## config.mk

```make
export PLATFORM = sky130hd
export DESIGN_NAME = sm83_alu_flags_unit_core
export DESIGN_NICKNAME = d
export VERILOG_FILES = /design/src/hdl/sm83af_pkg.sv /design/src/hdl/sm83_alu_flags_unit_core.sv /design/src/hdl/sm83af_alu.sv
export VERILOG_INCLUDE_DIRS = /design/src /design/src/hdl
export SDC_FILE = /design/constraint.sdc
export NUM_CORES = 1
export LEC_CHECK = 0
export BUFFER_PORTS_ARGS = -buffer_cell sky130_fd_sc_hd__buf_2
export CAP_MARGIN = 30
export CELL_PAD_IN_SITES_DETAIL_PLACEMENT = 1
export CELL_PAD_IN_SITES_GLOBAL_PLACEMENT = 1
export CORE_ASPECT_RATIO = 1.5
export CORE_UTILIZATION = 46
export CTS_CLUSTER_SIZE = 25
export DETAILED_ROUTE_END_ITERATION = 12
export PLACE_DENSITY_LB_ADDON = 0.1
export SYNTH_ARGS = -nofsm -noshare
export SYNTH_HDL_FRONTEND = slang
export SYNTH_SLANG_ARGS = --single-unit
```

## constraint.sdc

```tcl
create_clock -name clock -period 4.7 [get_ports clock]
set_input_delay 0 -clock clock [delete_from_list [all_inputs] [get_ports clock]]
set_output_delay 0 -clock clock [all_outputs]
set_load 0.05 [all_outputs]
```

## src/hdl/sm83_alu_flags_unit_core_macros.svh

```systemverilog
// ----------------------------------------------------------------------------
// sm83 alu flags unit assertion macros
// shared concurrent assertion forms for the execute unit
// ----------------------------------------------------------------------------
`ifndef SM83_ALU_FLAGS_UNIT_CORE_MACROS_SVH
`define SM83_ALU_FLAGS_UNIT_CORE_MACROS_SVH

// checked on every edge outside reset
`define SM83AF_ASSERT(lbl, prop, msg) \
   lbl: assert property (@(posedge clock) disable iff (reset) prop) else $error(msg);

// checked on every edge, reset included
`define SM83AF_ASSERT_ALWAYS(lbl, prop, msg) \
   lbl: assert property (@(posedge clock) prop) else $error(msg);

`endif

```

## src/hdl/sm83af_pkg.sv

```systemverilog
// ----------------------------------------------------------------------------
// sm83af_pkg
// operation codes, flag positions, constants and item types of the alu
// ----------------------------------------------------------------------------
package sm83af_pkg;

   localparam logic [4:0] KIND_ADD   = 5'd0;
   localparam logic [4:0] KIND_ADC   = 5'd1;
   localparam logic [4:0] KIND_SUB   = 5'd2;
   localparam logic [4:0] KIND_SBC   = 5'd3;
   localparam logic [4:0] KIND_AND   = 5'd4;
   localparam logic [4:0] KIND_XOR   = 5'd5;
   localparam logic [4:0] KIND_OR    = 5'd6;
   localparam logic [4:0] KIND_CP    = 5'd7;
   localparam logic [4:0] KIND_INC   = 5'd8;
   localparam logic [4:0] KIND_DEC   = 5'd9;
   localparam logic [4:0] KIND_RLCA  = 5'd10;
   localparam logic [4:0] KIND_RLA   = 5'd11;
   localparam logic [4:0] KIND_RRCA  = 5'd12;
   localparam logic [4:0] KIND_RRA   = 5'd13;
   localparam logic [4:0] KIND_RLC   = 5'd14;
   localparam logic [4:0] KIND_RRC   = 5'd15;
   localparam logic [4:0] KIND_RL    = 5'd16;
   localparam logic [4:0] KIND_RR    = 5'd17;
   localparam logic [4:0] KIND_SLA   = 5'd18;
   localparam logic [4:0] KIND_SRA   = 5'd19;
   localparam logic [4:0] KIND_SWAP  = 5'd20;
   localparam logic [4:0] KIND_SRL   = 5'd21;
   localparam logic [4:0] KIND_BIT   = 5'd22;
   localparam logic [4:0] KIND_RES   = 5'd23;
   localparam logic [4:0] KIND_SET   = 5'd24;
   localparam logic [4:0] KIND_DAA   = 5'd25;
   localparam logic [4:0] KIND_CPL   = 5'd26;
   localparam logic [4:0] KIND_CCF   = 5'd27;
   localparam logic [4:0] KIND_SCF   = 5'd28;
   localparam logic [4:0] KIND_ADD16 = 5'd29;
   localparam logic [4:0] KIND_ADDSP = 5'd30;

   localparam int FLAG_Z = 3;
   localparam int FLAG_N = 2;
   localparam int FLAG_H = 1;
   localparam int FLAG_C = 0;

   localparam logic [7:0] DAA_LIMIT = 8'h99;
   localparam logic [7:0] DAA_HI    = 8'h60;
   localparam logic [7:0] DAA_LO    = 8'h06;
   localparam logic [3:0] NIB_LIMIT = 4'h9;

   typedef struct packed {
      logic [4:0]  kind;
      logic [15:0] operand_a;
      logic [15:0] operand_b;
      logic [2:0]  bit_index;
      logic [3:0]  flags_in;
   } req_type;

   typedef struct packed {
      logic [15:0] result;
      logic [3:0]  flags_out;
      logic        write_back;
   } rsp_type;

   function automatic logic zero8(input logic [7:0] v);
      return (v == 8'h00);
   endfunction

endpackage

```

## src/hdl/sm83_alu_flags_unit_core.sv

```systemverilog
// ----------------------------------------------------------------------------
// sm83_alu_flags_unit_core
// execute unit with z n h c flags: input register, alu, result register
// ----------------------------------------------------------------------------
//  channel   ports                      handshake
//  request   req_kind .. req_flags_in   start, taken when busy is low
//  response  rsp_result .. rsp_write_b  rsp_valid strobe, one cycle
//
//  one item per clock, every clock; busy is always low
//  an item passes the input register, the alu and the result register
//  in that order; rsp_valid rises as the result register is loaded
//  reset clears the two valid bits only; no stall on the response side
// ----------------------------------------------------------------------------
`include "sm83_alu_flags_unit_core_macros.svh"

module sm83_alu_flags_unit_core (
   input  logic        clock,
   input  logic        reset,
   input  logic        start,
   output logic        busy,
   input  logic [4:0]  req_kind,
   input  logic [15:0] req_operand_a,
   input  logic [15:0] req_operand_b,
   input  logic [2:0]  req_bit_index,
   input  logic [3:0]  req_flags_in,
   output logic        rsp_valid,
   output logic [15:0] rsp_result,
   output logic [3:0]  rsp_flags_out,
   output logic        rsp_write_back
);

   sm83af_pkg::req_type req_ff;
   sm83af_pkg::req_type req_in;
   logic                req_valid_ff;
   logic                req_valid_in;
   sm83af_pkg::rsp_type alu_rsp;
   sm83af_pkg::rsp_type rsp_ff;
   logic                rsp_valid_ff;
   logic                rsp_valid_in;

   assign busy = 1'b0;

   assign req_in       = '{kind:      req_kind,
                           operand_a: req_operand_a,
                           operand_b: req_operand_b,
                           bit_index: req_bit_index,
                           flags_in:  req_flags_in};
   assign req_valid_in = start & ~busy;
   assign rsp_valid_in = req_valid_ff;

   always_ff @(posedge clock) begin
      if (reset) begin
         req_valid_ff <= 1'b0;
         rsp_valid_ff <= 1'b0;
      end else begin
         req_valid_ff <= req_valid_in;
         rsp_valid_ff <= rsp_valid_in;
      end
   end

   always_ff @(posedge clock) begin
      if (req_valid_in) begin
         req_ff <= req_in;
      end
      if (rsp_valid_in) begin
         rsp_ff <= alu_rsp;
      end
   end

   sm83af_alu u_alu (
      .req (req_ff),
      .rsp (alu_rsp)
   );

   assign rsp_valid      = rsp_valid_ff;
   assign rsp_result     = rsp_ff.result;
   assign rsp_flags_out  = rsp_ff.flags_out;
   assign rsp_write_back = rsp_ff.write_back;

   property p_cp_no_write;
      (rsp_valid && $past(start, 2) && $past(req_kind, 2) == sm83af_pkg::KIND_CP)
         |-> !rsp_write_back;
   endproperty

   `SM83AF_ASSERT_ALWAYS(a_never_busy, !busy, "busy raised")
   `SM83AF_ASSERT(a_item_returns, start |-> ##2 rsp_valid, "accepted item produced no response")
   `SM83AF_ASSERT(a_no_phantom, rsp_valid |-> $past(start, 2), "response without an item")
   `SM83AF_ASSERT(a_cp_no_write, p_cp_no_write, "compare wrote back")

endmodule

```

## src/hdl/sm83af_alu.sv

```systemverilog
// ----------------------------------------------------------------------------
// sm83af_alu
// single pass datapath: result, flags and write back for one item
// ----------------------------------------------------------------------------
module sm83af_alu (
   input  sm83af_pkg::req_type req,
   output sm83af_pkg::rsp_type rsp
);

   logic [7:0]  a;
   logic [7:0]  b;
   logic        cin;
   logic        cy;
   logic [8:0]  add9;
   logic [4:0]  addh;
   logic [8:0]  sub9;
   logic [4:0]  subh;
   logic [16:0] add17;
   logic [12:0] add13;
   logic [15:0] sp_sum;
   logic [8:0]  sp9;
   logic [4:0]  sph;
   logic [7:0]  r8;
   logic [7:0]  daa_adj;
   logic        daa_hi;
   logic        daa_lo;
   logic [7:0]  bit_mask;
   logic [15:0] res;
   logic [3:0]  nf;
   logic        wr;

   always_comb begin
      a        = req.operand_a[7:0];
      b        = req.operand_b[7:0];
      cin      = req.flags_in[sm83af_pkg::FLAG_C];
      cy       = cin & ((req.kind == sm83af_pkg::KIND_ADC) || (req.kind == sm83af_pkg::KIND_SBC));
      add9     = {1'b0, a} + {1'b0, b} + {8'h00, cy};
      addh     = {1'b0, a[3:0]} + {1'b0, b[3:0]} + {4'h0, cy};
      sub9     = {1'b0, a} - {1'b0, b} - {8'h00, cy};
      subh     = {1'b0, a[3:0]} - {1'b0, b[3:0]} - {4'h0, cy};
      add17    = {1'b0, req.operand_a} + {1'b0, req.operand_b};
      add13    = {1'b0, req.operand_a[11:0]} + {1'b0, req.operand_b[11:0]};
      sp_sum   = req.operand_a + {{8{b[7]}}, b};
      sp9      = {1'b0, req.operand_a[7:0]} + {1'b0, b};
      sph      = {1'b0, req.operand_a[3:0]} + {1'b0, b[3:0]};
      bit_mask = 8'h01 << req.bit_index;
      daa_hi   = 1'b0;
      daa_lo   = 1'b0;
      daa_adj  = 8'h00;
      r8       = a;
      res      = {8'h00, a};
      nf       = req.flags_in;
      wr       = 1'b1;

      case (req.kind)
         sm83af_pkg::KIND_ADD, sm83af_pkg::KIND_ADC: begin
            r8  = add9[7:0];
            res = {8'h00, r8};
            nf  = {sm83af_pkg::zero8(r8), 1'b0, addh[4], add9[8]};
         end
         sm83af_pkg::KIND_SUB, sm83af_pkg::KIND_SBC, sm83af_pkg::KIND_CP: begin
            r8  = sub9[7:0];
            res = {8'h00, r8};
            nf  = {sm83af_pkg::zero8(r8), 1'b1, subh[4], sub9[8]};
            wr  = (req.kind != sm83af_pkg::KIND_CP);
         end
         sm83af_pkg::KIND_AND: begin
            r8  = a & b;
            res = {8'h00, r8};
            nf  = {sm83af_pkg::zero8(r8), 1'b0, 1'b1, 1'b0};
         end
         sm83af_pkg::KIND_XOR: begin
            r8  = a ^ b;
            res = {8'h00, r8};
            nf  = {sm83af_pkg::zero8(r8), 3'b000};
         end
         sm83af_pkg::KIND_OR: begin
            r8  = a | b;
            res = {8'h00, r8};
            nf  = {sm83af_pkg::zero8(r8), 3'b000};
         end
         sm83af_pkg::KIND_INC: begin
            r8  = a + 8'h01;
            res = {8'h00, r8};
            nf  = {sm83af_pkg::zero8(r8), 1'b0, (a[3:0] == 4'hF), cin};
         end
         sm83af_pkg::KIND_DEC: begin
            r8  = a - 8'h01;
            res = {8'h00, r8};
            nf  = {sm83af_pkg::zero8(r8), 1'b1, (a[3:0] == 4'h0), cin};
         end
         sm83af_pkg::KIND_RLCA, sm83af_pkg::KIND_RLC: begin
            r8  = {a[6:0], a[7]};
            res = {8'h00, r8};
            nf  = {(req.kind == sm83af_pkg::KIND_RLC) & sm83af_pkg::zero8(r8), 2'b00, a[7]};
         end
         sm83af_pkg::KIND_RLA, sm83af_pkg::KIND_RL: begin
            r8  = {a[6:0], cin};
            res = {8'h00, r8};
            nf  = {(req.kind == sm83af_pkg::KIND_RL) & sm83af_pkg::zero8(r8), 2'b00, a[7]};
         end
         sm83af_pkg::KIND_RRCA, sm83af_pkg::KIND_RRC: begin
            r8  = {a[0], a[7:1]};
            res = {8'h00, r8};
            nf  = {(req.kind == sm83af_pkg::KIND_RRC) & sm83af_pkg::zero8(r8), 2'b00, a[0]};
         end
         sm83af_pkg::KIND_RRA, sm83af_pkg::KIND_RR: begin
            r8  = {cin, a[7:1]};
            res = {8'h00, r8};
            nf  = {(req.kind == sm83af_pkg::KIND_RR) & sm83af_pkg::zero8(r8), 2'b00, a[0]};
         end
         sm83af_pkg::KIND_SLA: begin
            r8  = {a[6:0], 1'b0};
            res = {8'h00, r8};
            nf  = {sm83af_pkg::zero8(r8), 2'b00, a[7]};
         end
         sm83af_pkg::KIND_SRA: begin
            r8  = {a[7], a[7:1]};
            res = {8'h00, r8};
            nf  = {sm83af_pkg::zero8(r8), 2'b00, a[0]};
         end
         sm83af_pkg::KIND_SRL: begin
            r8  = {1'b0, a[7:1]};
            res = {8'h00, r8};
            nf  = {sm83af_pkg::zero8(r8), 2'b00, a[0]};
         end
         sm83af_pkg::KIND_SWAP: begin
            r8  = {a[3:0], a[7:4]};
            res = {8'h00, r8};
            nf  = {sm83af_pkg::zero8(r8), 3'b000};
         end
         sm83af_pkg::KIND_BIT: begin
            nf = {((a & bit_mask) == 8'h00), 1'b0, 1'b1, cin};
            wr = 1'b0;
         end
         sm83af_pkg::KIND_RES: begin
            res = {8'h00, a & ~bit_mask};
         end
         sm83af_pkg::KIND_SET: begin
            res = {8'h00, a | bit_mask};
         end
         sm83af_pkg::KIND_DAA: begin
            if (!req.flags_in[sm83af_pkg::FLAG_N]) begin
               daa_hi  = cin | (a > sm83af_pkg::DAA_LIMIT);
               daa_lo  = req.flags_in[sm83af_pkg::FLAG_H] | (a[3:0] > sm83af_pkg::NIB_LIMIT);
               daa_adj = (daa_hi ? sm83af_pkg::DAA_HI : 8'h00)
                       | (daa_lo ? sm83af_pkg::DAA_LO : 8'h00);
               r8      = a + daa_adj;
            end else begin
               daa_hi  = cin;
               daa_adj = (cin ? sm83af_pkg::DAA_HI : 8'h00)
                       | (req.flags_in[sm83af_pkg::FLAG_H] ? sm83af_pkg::DAA_LO : 8'h00);
               r8      = a - daa_adj;
            end
            res = {8'h00, r8};
            nf  = {sm83af_pkg::zero8(r8), req.flags_in[sm83af_pkg::FLAG_N], 1'b0,
                   daa_hi | cin};
         end
         sm83af_pkg::KIND_CPL: begin
            res = {8'h00, ~a};
            nf  = {req.flags_in[sm83af_pkg::FLAG_Z], 1'b1, 1'b1, cin};
         end
         sm83af_pkg::KIND_CCF: begin
            nf = {req.flags_in[sm83af_pkg::FLAG_Z], 2'b00, ~cin};
         end
         sm83af_pkg::KIND_SCF: begin
            nf = {req.flags_in[sm83af_pkg::FLAG_Z], 2'b00, 1'b1};
         end
         sm83af_pkg::KIND_ADD16: begin
            res = add17[15:0];
            nf  = {req.flags_in[sm83af_pkg::FLAG_Z], 1'b0, add13[12], add17[16]};
         end
         sm83af_pkg::KIND_ADDSP: begin
            res = sp_sum;
            nf  = {2'b00, sph[4], sp9[8]};
         end
         default: begin
            res = req.operand_a;
            wr  = 1'b0;
         end
      endcase

      rsp.result     = res;
      rsp.flags_out  = nf;
      rsp.write_back = wr;
   end

endmodule

```

### After elaboration in Yosys (flattened, before gate mapping)

Cells that the tools add are included.

| storage, ports and cells | value |
|---|---|
| register bits after elaboration | 67 |
| input port bits | 47 |
| word-level logic and storage cells | 118 |
| output and inout port bits | 23 |

| operators by class | value |
|---|---|
| add/subtract/negate cells | 15 |
| order comparisons | 2 |
| equality and inequality tests | 32 |
| reduce and logical (&&, ||, !) cells | 28 |
| bitwise logic cells | 19 |
| shift-type cells | 1 |
| multiplexer cells | 11 |

Operators by type and width:

| kind | number |
|---|---|
| $pmux 16 s22 | 1 |
| $logic_not 8->1 | 15 |
| $pmux 4 s22 | 1 |
| $eq 5x5->1 const B | 15 |
| $eq 5x4->1 const B | 8 |
| $or 8x8->8 | 4 |
| $reduce_or 27->1 | 1 |
| $and 8x8->8 | 3 |
| $eq 5x3->1 const B | 4 |
| $add 16x16->17 | 1 |
| $add 16x16->16 | 1 |
| $mux 8 | 2 |
| $not 8->8 | 2 |
| $logic_not 7->1 | 2 |
| $mux 7 | 2 |
| $add 12x12->13 | 1 |
| $eq 5x2->1 const B | 2 |
| $reduce_or 2->1 | 5 |
| $add 8x8->9 | 1 |
| $add 9x1->9 | 1 |
| $sub 8x8->9 | 1 |
| $sub 9x1->9 | 1 |
| $add 8x1->8 const B | 1 |
| $add 8x8->8 | 1 |
| 23 further kinds | 32 |

### Longest topological paths before layout

Gate-level depths: netlist of the first run.

| logic depth | value |
|---|---|
| depth in word-level cells | 9 |
| mapped depth | 18 |
| depth with buffers taken out | 17 |

### By module

From an unflattened synthesis of the first run, not the netlist that was laid out.

| second synthesis, totals | value |
|---|---|
| cell total of the unflattened synthesis | 716 |
| area total of the unflattened synthesis | 6393.6 um^2 |

Modules (own cells, without submodules):

| module | times used | area each (um^2) | cells each | seq. area each (um^2) |
|---|---|---|---|---|
| sm83af_alu | 1 | 4377.9 | 645 | 0.0 |
| sm83_alu_flags_unit_core | 1 | 2015.7 | 71 | 1991.9 |

### Least setup slack after synthesis of the first run

No wires, ideal clock.

| path | value |
|---|---|
| path type | reg-to-reg |
| from | register req_ff[39] (netlist name) |
| to | register rsp_ff (netlist bit rsp_flags_out[0]) (data pin) |
| setup time | 0.273 ns |
| setup slack | 1.039 ns |
| buffers on the path | 2 |
| data required time | 4.427 ns |
| period minus slack after synthesis | 3.661 ns |
| cell stages (with the launch flop) | 15 |
| arrival time | 3.388 ns |
| cells stage by stage | edfxtp_1 buf_2 buf_2 nor2b_1 nand3_1 fa_1 fa_1 or2_2 a21oi_1 o21ai_0 a31oi_1 xnor2_1 nor2_1 a2111oi_2 o211ai_1 |

RTL lines:

| element | RTL line | RTL |
|---|---|---|
| start, declared | sm83_alu_flags_unit_core.sv:32 | `sm83af_pkg::req_type req_ff;` |
| start signal, assigned | sm83_alu_flags_unit_core.sv:63 | `req_ff <= req_in;` |
| end signal, assigned | sm83_alu_flags_unit_core.sv:66 | `rsp_ff <= alu_rsp;` |
| end, declared | sm83_alu_flags_unit_core.sv:37 | `sm83af_pkg::rsp_type rsp_ff;` |

==> impl_metrics.env, run 1 <==
export IMPL_fmax_mhz=256
export IMPL_track_usage_pct=40.6
export IMPL_viasPerCell=6.87
export IMPL_post_place_ws_ns=0.843
export IMPL_vias=6886
export IMPL_antenna_found_initial=0
export IMPL_syn2layout_area_growth_pct=19.8
export IMPL_initial_core_util_pct=47.7
export IMPL_seqPwrFrac_pct=29.6
export IMPL_syn_nets=839
export IMPL_setup_viol=0
export IMPL_worstPathArrival_ns=3.99
export IMPL_yosysTopAreaCell="edfxtp_1"
export IMPL_ctsResizeCount=0
export IMPL_p_int_mw=1.53
export IMPL_die_y_um=148
export IMPL_synthTopCellsByCount="nor2_1, edfxtp_1, ha_1"
export IMPL_syn_inst=729
export IMPL_worstMarginPinSlew_ns=0.850
export IMPL_rsz0062_at_grt="false"
export IMPL_fin_hold_ws_ns=0.0105
export IMPL_relSlewSlack_pct=43.3
export IMPL_power_switching_mw=1.04
export IMPL_num_antenna_cells=0
export IMPL_numCtsBuffers=9
export IMPL_syn_area_per_cell_um2=8.93
export IMPL_routed_wl_um=29300
export IMPL_period_share_pct=83.0
export IMPL_yosysWarningCount=0
export IMPL_combPwrFrac_pct=41.7
export IMPL_synth_top_cell_area_share_pct=30.0
export IMPL_coreArea_um2=13700
export IMPL_hold_path_class="input pin to flip-flop"
export IMPL_critPathLaunchType="flip-flop"
export IMPL_dieArea_um2=14600
export IMPL_clockBufferDepth=2
export IMPL_worstPathRequired_ns=4.78
export IMPL_path_clk_slew_ns=0.07
export IMPL_clock_power_share_pct=28.7
export IMPL_cts_root_buf="clkbuf_16"
export IMPL_grt_max_degree=46
export IMPL_die_w_um=99.1
export IMPL_ys_ff_latch=67
export IMPL_p_leak_nw=3.03
export IMPL_hold_viol=0
export IMPL_postLayoutCoreUtil_pct=57.1
export IMPL_cts_tree="done"
export IMPL_layout_drive_gt1_share_pct=16.1
export IMPL_rows=52
export IMPL_ant_nets=0
export IMPL_fin_tns_setup_ns=0
export IMPL_postCtsSetupRepairBufs=0
export IMPL_synth_area_um2=6510
export IMPL_portBuffers=68
export IMPL_vdd_drop_max_v=0.000200
export IMPL_place_inst=941
export IMPL_post_route_drc_count=0
export IMPL_outcome="completed"
export IMPL_synthArstFlopShare_pct=0
export IMPL_switching_share_pct=40.5
export IMPL_num_nets_final=946
export IMPL_min_period_ns=3.90
export IMPL_cts_htree_levels=3
export IMPL_wire_per_inst_um=29.2
export IMPL_clock_latency_ns=0.35
export IMPL_cp_end_kind="flip-flop"
export IMPL_io_pins=70
export IMPL_synth_distinct_cells=80
export IMPL_finalClockSkew_ns=0.0159
export IMPL_maxCapViolCount=0
export IMPL_clock_sinks=67
export IMPL_synth_edf_count=65
export IMPL_synth_yosys_seq_area_share_pct=30.6
export IMPL_drt_pass1_iter_count=5
export IMPL_grt_pass1_wl_um=43300
export IMPL_post_dp_hpwl_um=20500
export IMPL_grt_pass1_vias=7304
export IMPL_finalNonFillerCells=1003
export IMPL_powerDensity_nw_per_um2=329
export IMPL_gp_congestion=1.03
export IMPL_crit_fanout=4
export IMPL_worst_setup_path_type="flip-flop to flip-flop"
export IMPL_yosysMostFrequentCell="nor2_1"
export IMPL_synth_area_top_cells="edfxtp_1, ha_1, xnor2_1"
export IMPL_timing_final_ws_setup_ns=0.799
export IMPL_synthFlopType="edfxtp_1"
export IMPL_drv_slew=0
export IMPL_grt_overflow_total=0
export IMPL_drt_iter0_drc=671
-- cell type report --
class / count / area, µm²
timing repair buffer: 139 / 998
inverter: 30 / 113
tap: 162 / 203
sequential: 67 / 1990
fill: 1597 / 5870
clock inverter: 6 / 72.6
clock buffer: 10 / 239
multi-input combinational: 589 / 4180
-- path summary, 6_finish.rpt --
path                                          to  slack (ns)        from  depth (start not counted)
worst max-delay path            rsp_flags_out[0]        0.80  req_ff[43]                         12
worst min-delay path                  req_ff[22]        0.01       start                          1
worst max register to register  rsp_flags_out[0]        0.80  req_ff[43]                         12
worst min register to register    rsp_result[12]        0.66  req_ff[35]                          1
-- timing repair --
item	in CTS	in global routing
hold buffers	45	0
hold endpoints to repair	46	0
endpoints found under the setup margin	0	0
-- power by group through the flow --
stage	Clock [mW]	Combinational (mW)	Sequential (mW)
2_1_floorplan	0	0.629	0.820
3_3_place_gp	0	0.950	0.766
3_5_place_dp	0	0.977	0.769
4_1_cts	0.732	1.02	0.757
5_1_grt	0.753	1.12	0.763
6_report	0.737	1.07	0.759
-- worst max-delay path, cell delays in order (launching register included) --
cell,delay [ns]
edfxtp_1,0.41
nor2b_1,0.27
nand3_1,0.22
fa_1,0.46
fa_1,0.44
or2_2,0.33
a21oi_1,0.30
o21ai_0,0.27
a31oi_1,0.28
xnor2_1,0.15
nor2_1,0.07
a2111oi_2,0.29
o211ai_1,0.15
-- per-layer routing --
| metal | up-vias | track usage [%] | wire length (µm) |
|---|---|---|---|
| met5 | - | 0 | 0 |
| met3 | 147 | 6.90 | 2080 |
| li1 | 2972 | - | - |
| met2 | 402 | 71.3 | 14700 |
| met1 | 3365 | 44.2 | 10200 |
| met4 | 0 | 28.1 | 2340 |
-- sequential cells by signal (all words and copies together) (netlist names) --
register / count
rsp_result: 16
req_ff: 44
req_valid_ff: 1
rsp_write_back: 1
rsp_valid: 1
rsp_flags_out: 4
-- kinds of logic (layout without fill, tap and decap cells) --
logic type | after synthesis | in the layout | synth area share, %
adders and majority gates | 63 | 63 | 12.5
xor gates and xnor gates | 53 | 53 | 7.13
buffers and inverters | 73 | 185 | 5.21
other | 1 | 1 | 0.0576
AOI/OAI and AO/OA | 228 | 228 | 25.0
DFF | 67 | 67 | 30.6
and+or+nand+nor | 236 | 236 | 18.3
muxes | 8 | 8 | 1.25
-- per-stage QoR --
stage / area, µm² / power [mW]
global placement: 7020 / 1.72
floorplan: 6510 / 1.45
detailed placement: 7020 / 1.75
global route: 7800 / 2.64
finish: 7800 / 2.56
CTS: 7780 / 2.51
-- cell usage in the layout, fill, tap and decap left out, types with 10 or more instances in the layout --
| master | Yosys | routed |
|---|---|---|
| buf_4 | 5 | 25 |
| nand2_1 | 49 | 49 |
| buf_2 | 13 | 68 |
| dlygate4sd3_1 | 0 | 45 |
| xnor2_1 | 32 | 32 |
| edfxtp_1 | 65 | 65 |
| nand3_1 | 20 | 20 |
| nor2_1 | 68 | 68 |
| xor2_1 | 21 | 21 |
| nand4_1 | 11 | 11 |
| a21oi_1 | 47 | 47 |
| nor3_1 | 15 | 15 |
| a22oi_1 | 11 | 11 |
| o21ai_0 | 41 | 41 |
| a31oi_1 | 10 | 10 |
| o22ai_1 | 16 | 16 |
| inv_1 | 30 | 30 |
| ha_1 | 60 | 60 |
| nor2b_1 | 13 | 13 |
| nand2b_1 | 10 | 10 |
(Power assumes the default switching activity.)
==> run 2, diff against run 1 <==
- ABC_AREA: not set -> 1
- CORE_UTILIZATION: 46 -> 44
- clock period: 4.7 -> 3.7 ns (I/O delays scaled with it)
==> run 2 against run 1 <==
Compared with the run above:
- sequential power rose by 30%
- via count grew 14%
- register-to-register slack got worse by 0.57 ns
- clock power is 36% higher
- global-route usage grew 1.3 points
- first-iteration DRC count decreased by 25%
- critical path depth is 7 higher
- sequential share of layout area decreased by 1.3 points
- critical path type unchanged
==> impl_metrics.env, run 2 <==
export IMPL_dieArea_um2=15700
export IMPL_fin_tns_setup_ns=0
export IMPL_critical_path_startpoint="req_ff[41]"
export IMPL_synth_edf_count=65
export IMPL_ys_ff_latch=67
export IMPL_crit_chain="nor2_1 -> inv_1 -> nor4_1 -> buf_4 -> inv_1 -> fa_1 -> fa_1 -> inv_1 -> nand2_1 -> nand2_1 -> nand2_1 -> inv_1 -> o21ai_0 -> nand2_1 -> nand3_1 -> nand2_1 -> nor2_1 -> nor3_2 -> nand3_1"
export IMPL_synthArstFlopShare_pct=0
export IMPL_setup_viol=0
export IMPL_worstPathArrival_ns=3.55
export IMPL_post_route_drc_count=0
export IMPL_yosysMostFrequentCell="nand2_1"
export IMPL_cp_endpoint="rsp_result[6]"
export IMPL_coreArea_um2=14700
export IMPL_crit_buf_inv=5
export IMPL_worstMarginPinSlew_ns=0.896
export IMPL_reg2reg_slack_ns=0.22
export IMPL_met3WireLength_um=2360
export IMPL_p_leak_nw=3.81
export IMPL_r2r_end="rsp_result[6]"
export IMPL_maxCapViolCount=0
export IMPL_synthTopCellsByCount="nand2_1, inv_1, nor2_1"
export IMPL_synth_top_cell_area_share_pct=29.1
export IMPL_yosysWarningCount=0
export IMPL_synth_yosys_seq_area_share_pct=29.7
export IMPL_rows=54
export IMPL_fmax_mhz=288
export IMPL_drv_slew=0
export IMPL_critPathLaunchType="flip-flop"
export IMPL_crit_family="simple AND/OR/NAND/NOR gates"
export IMPL_clockBufferDepth=2
export IMPL_layout_drive_gt1_share_pct=13.1
export IMPL_worstPathRequired_ns=3.78
export IMPL_grt_pass1_wl_um=47700
export IMPL_die_w_um=103
export IMPL_grt_max_degree=30
export IMPL_wire_per_inst_um=24.4
export IMPL_synthSimpleGateAreaFrac_pct=32.2
export IMPL_drt_iter0_drc=506
export IMPL_synth_distinct_cells=49
export IMPL_hold_path_class="input pin to flip-flop"
export IMPL_final_common_cell="nand2_1"
export IMPL_met2WireLength_um=15400
export IMPL_track_usage_pct=41.9
export IMPL_r2r_start="req_ff[41]"
export IMPL_hold_viol=0
export IMPL_synthMuxAreaShare_pct=0
export IMPL_synth_fa_ha_area_share_pct=12.1
export IMPL_rsz0062_at_grt="false"
export IMPL_synthFlopType="edfxtp_1"
export IMPL_met1_length_um=10700
export IMPL_path_clk_slew_ns=0.07
export IMPL_crit_fanout=5
export IMPL_relSlewSlack_pct=39.6
export IMPL_worst_path_stages=19
export IMPL_largest_register_ffs=44
export IMPL_antenna_found_initial=1
export IMPL_cp_slowest_stage_delay_ns=0.46
export IMPL_synth_area_um2=6700
export IMPL_initial_core_util_pct=45.5
export IMPL_syn_area_per_cell_um2=7.06
export IMPL_num_nets_final=1196
export IMPL_cp_end_kind="flip-flop"
export IMPL_post_dp_hpwl_um=23200
export IMPL_routed_wl_um=31400
export IMPL_syn_nets=1059
export IMPL_numCtsBuffers=9
export IMPL_grt_overflow_total=0
export IMPL_outcome="completed"
export IMPL_syn_inst=949
export IMPL_die_y_um=153
export IMPL_post_place_ws_ns=0.112
export IMPL_synth_top_family_by_area="simple AND/OR/NAND/NOR gates"
export IMPL_synth_compound_area_share_pct=15.0
export IMPL_yosysTopAreaCell="edfxtp_1"
export IMPL_rr_worst_depth=19
export IMPL_period_share_pct=93.9
export IMPL_min_period_ns=3.48
export IMPL_synth_xor_area_share_pct=3.27
export IMPL_gp_congestion=1.01
export IMPL_clock_sinks=67
export IMPL_regMostFlops="req_ff"
export IMPL_powerDensity_nw_per_um2=412
export IMPL_cts_htree_levels=3
export IMPL_viasPerCell=6.11
export IMPL_slowest_stage="edfxtp_1"
export IMPL_finalClockSkew_ns=0.0169
export IMPL_synth_area_top_cells="edfxtp_1, nand2_1, ha_1"
export IMPL_cts_tree="done"
export IMPL_ant_nets=0
export IMPL_drt_pass1_iter_count=5
export IMPL_timing_final_ws_setup_ns=0.224
export IMPL_vdd_drop_max_v=0.000251
export IMPL_vias=7866
export IMPL_cts_root_buf="clkbuf_16"
export IMPL_clock_latency_ns=0.36
export IMPL_grt_pass1_vias=8440
export IMPL_portBuffers=68
export IMPL_io_pins=70
export IMPL_highest_signal_layer="met4"
export IMPL_layout_common_cells="nand2_1, inv_1, nor2_1"
export IMPL_worst_path_most_repeated_cell="nand2_1"
export IMPL_syn2layout_area_growth_pct=22.7
export IMPL_worst_setup_path_type="flip-flop to flip-flop"
[run 2: cell families after synthesis]
logic type | after synthesis
adders and majority gates | 63
AOI/OAI and AO/OA | 164
and+or+nand+nor | 496
other | 1
DFF | 67
buffers and inverters | 133
xor gates and xnor gates | 25
[run 2: stage by stage]
stage / instance area (µm²) / hold slack [ns] / instances / power (mW) / util [%]
after floorplan: 6700 / 0.0712 / 949 / 1.85 / -
after global routing: 8220 / 0.173 / 1288 / 3.53 / 55.8
after detailed placement: 7440 / 0.178 / 1226 / 2.30 / 50.5
after CTS: 8210 / 0.0875 / 1287 / 3.32 / 55.7
after global placement: 7420 / 0.176 / 1225 / 2.28 / 50.3
final: 8220 / 0.132 / 1288 / 3.39 / 55.8
[run 2: how the worst min path moves through the flow]
stage,start,to,slack (ns),depth (start not counted)
after global placement,req_operand_a[11],req_ff[34],0.18,1
final,start,req_valid_ff,0.13,3
after detailed placement,req_operand_a[15],req_ff[38],0.18,1
after floorplan,reset,req_valid_ff,0.07,1
after global routing,start,req_valid_ff,0.17,3
after CTS,start,req_valid_ff,0.09,3
[run 2: tightest hold or removal path, delay by kind of cell]
family                 cells  cell delay [ns]
buffers and inverters      2             0.40
AND/OR/NAND/NOR            1             0.04
[run 2: cell type report]
cell class	count	area (µm²)
clock inverter	7	98.8
tap	196	245
clock buffer	9	225
timing repair buffer	141	1010
fill	1970	6510
sequential	67	1990
multi-input combinational	749	4200
inverter	118	443
antenna	1	2.50
[run 2: routing by layer]
layer / track usage, % / up-vias
met4: 33.9 / 0
met1: 42.4 / 3731
met2: 70.5 / 417
met5: 0 / -
met3: 11.2 / 167
li1: - / 3551
[run 2: power by group]
group          leakage [nW]  total, mW  switching (mW)  internal (mW)
Combinational          3.02       1.40           0.966          0.433
Sequential            0.637      0.987          0.0604          0.926
Clock                 0.156       1.00           0.405          0.596
[run 2: timing repair]
| action | CTS | global route |
|---|---|---|
| buffers inserted | 0 | 0 |
| endpoints found under the setup margin | 0 | 1 |
| hold buffers | 45 | 0 |
| hold endpoints to repair | 46 | 0 |
| resized for setup | 0 | 1 |
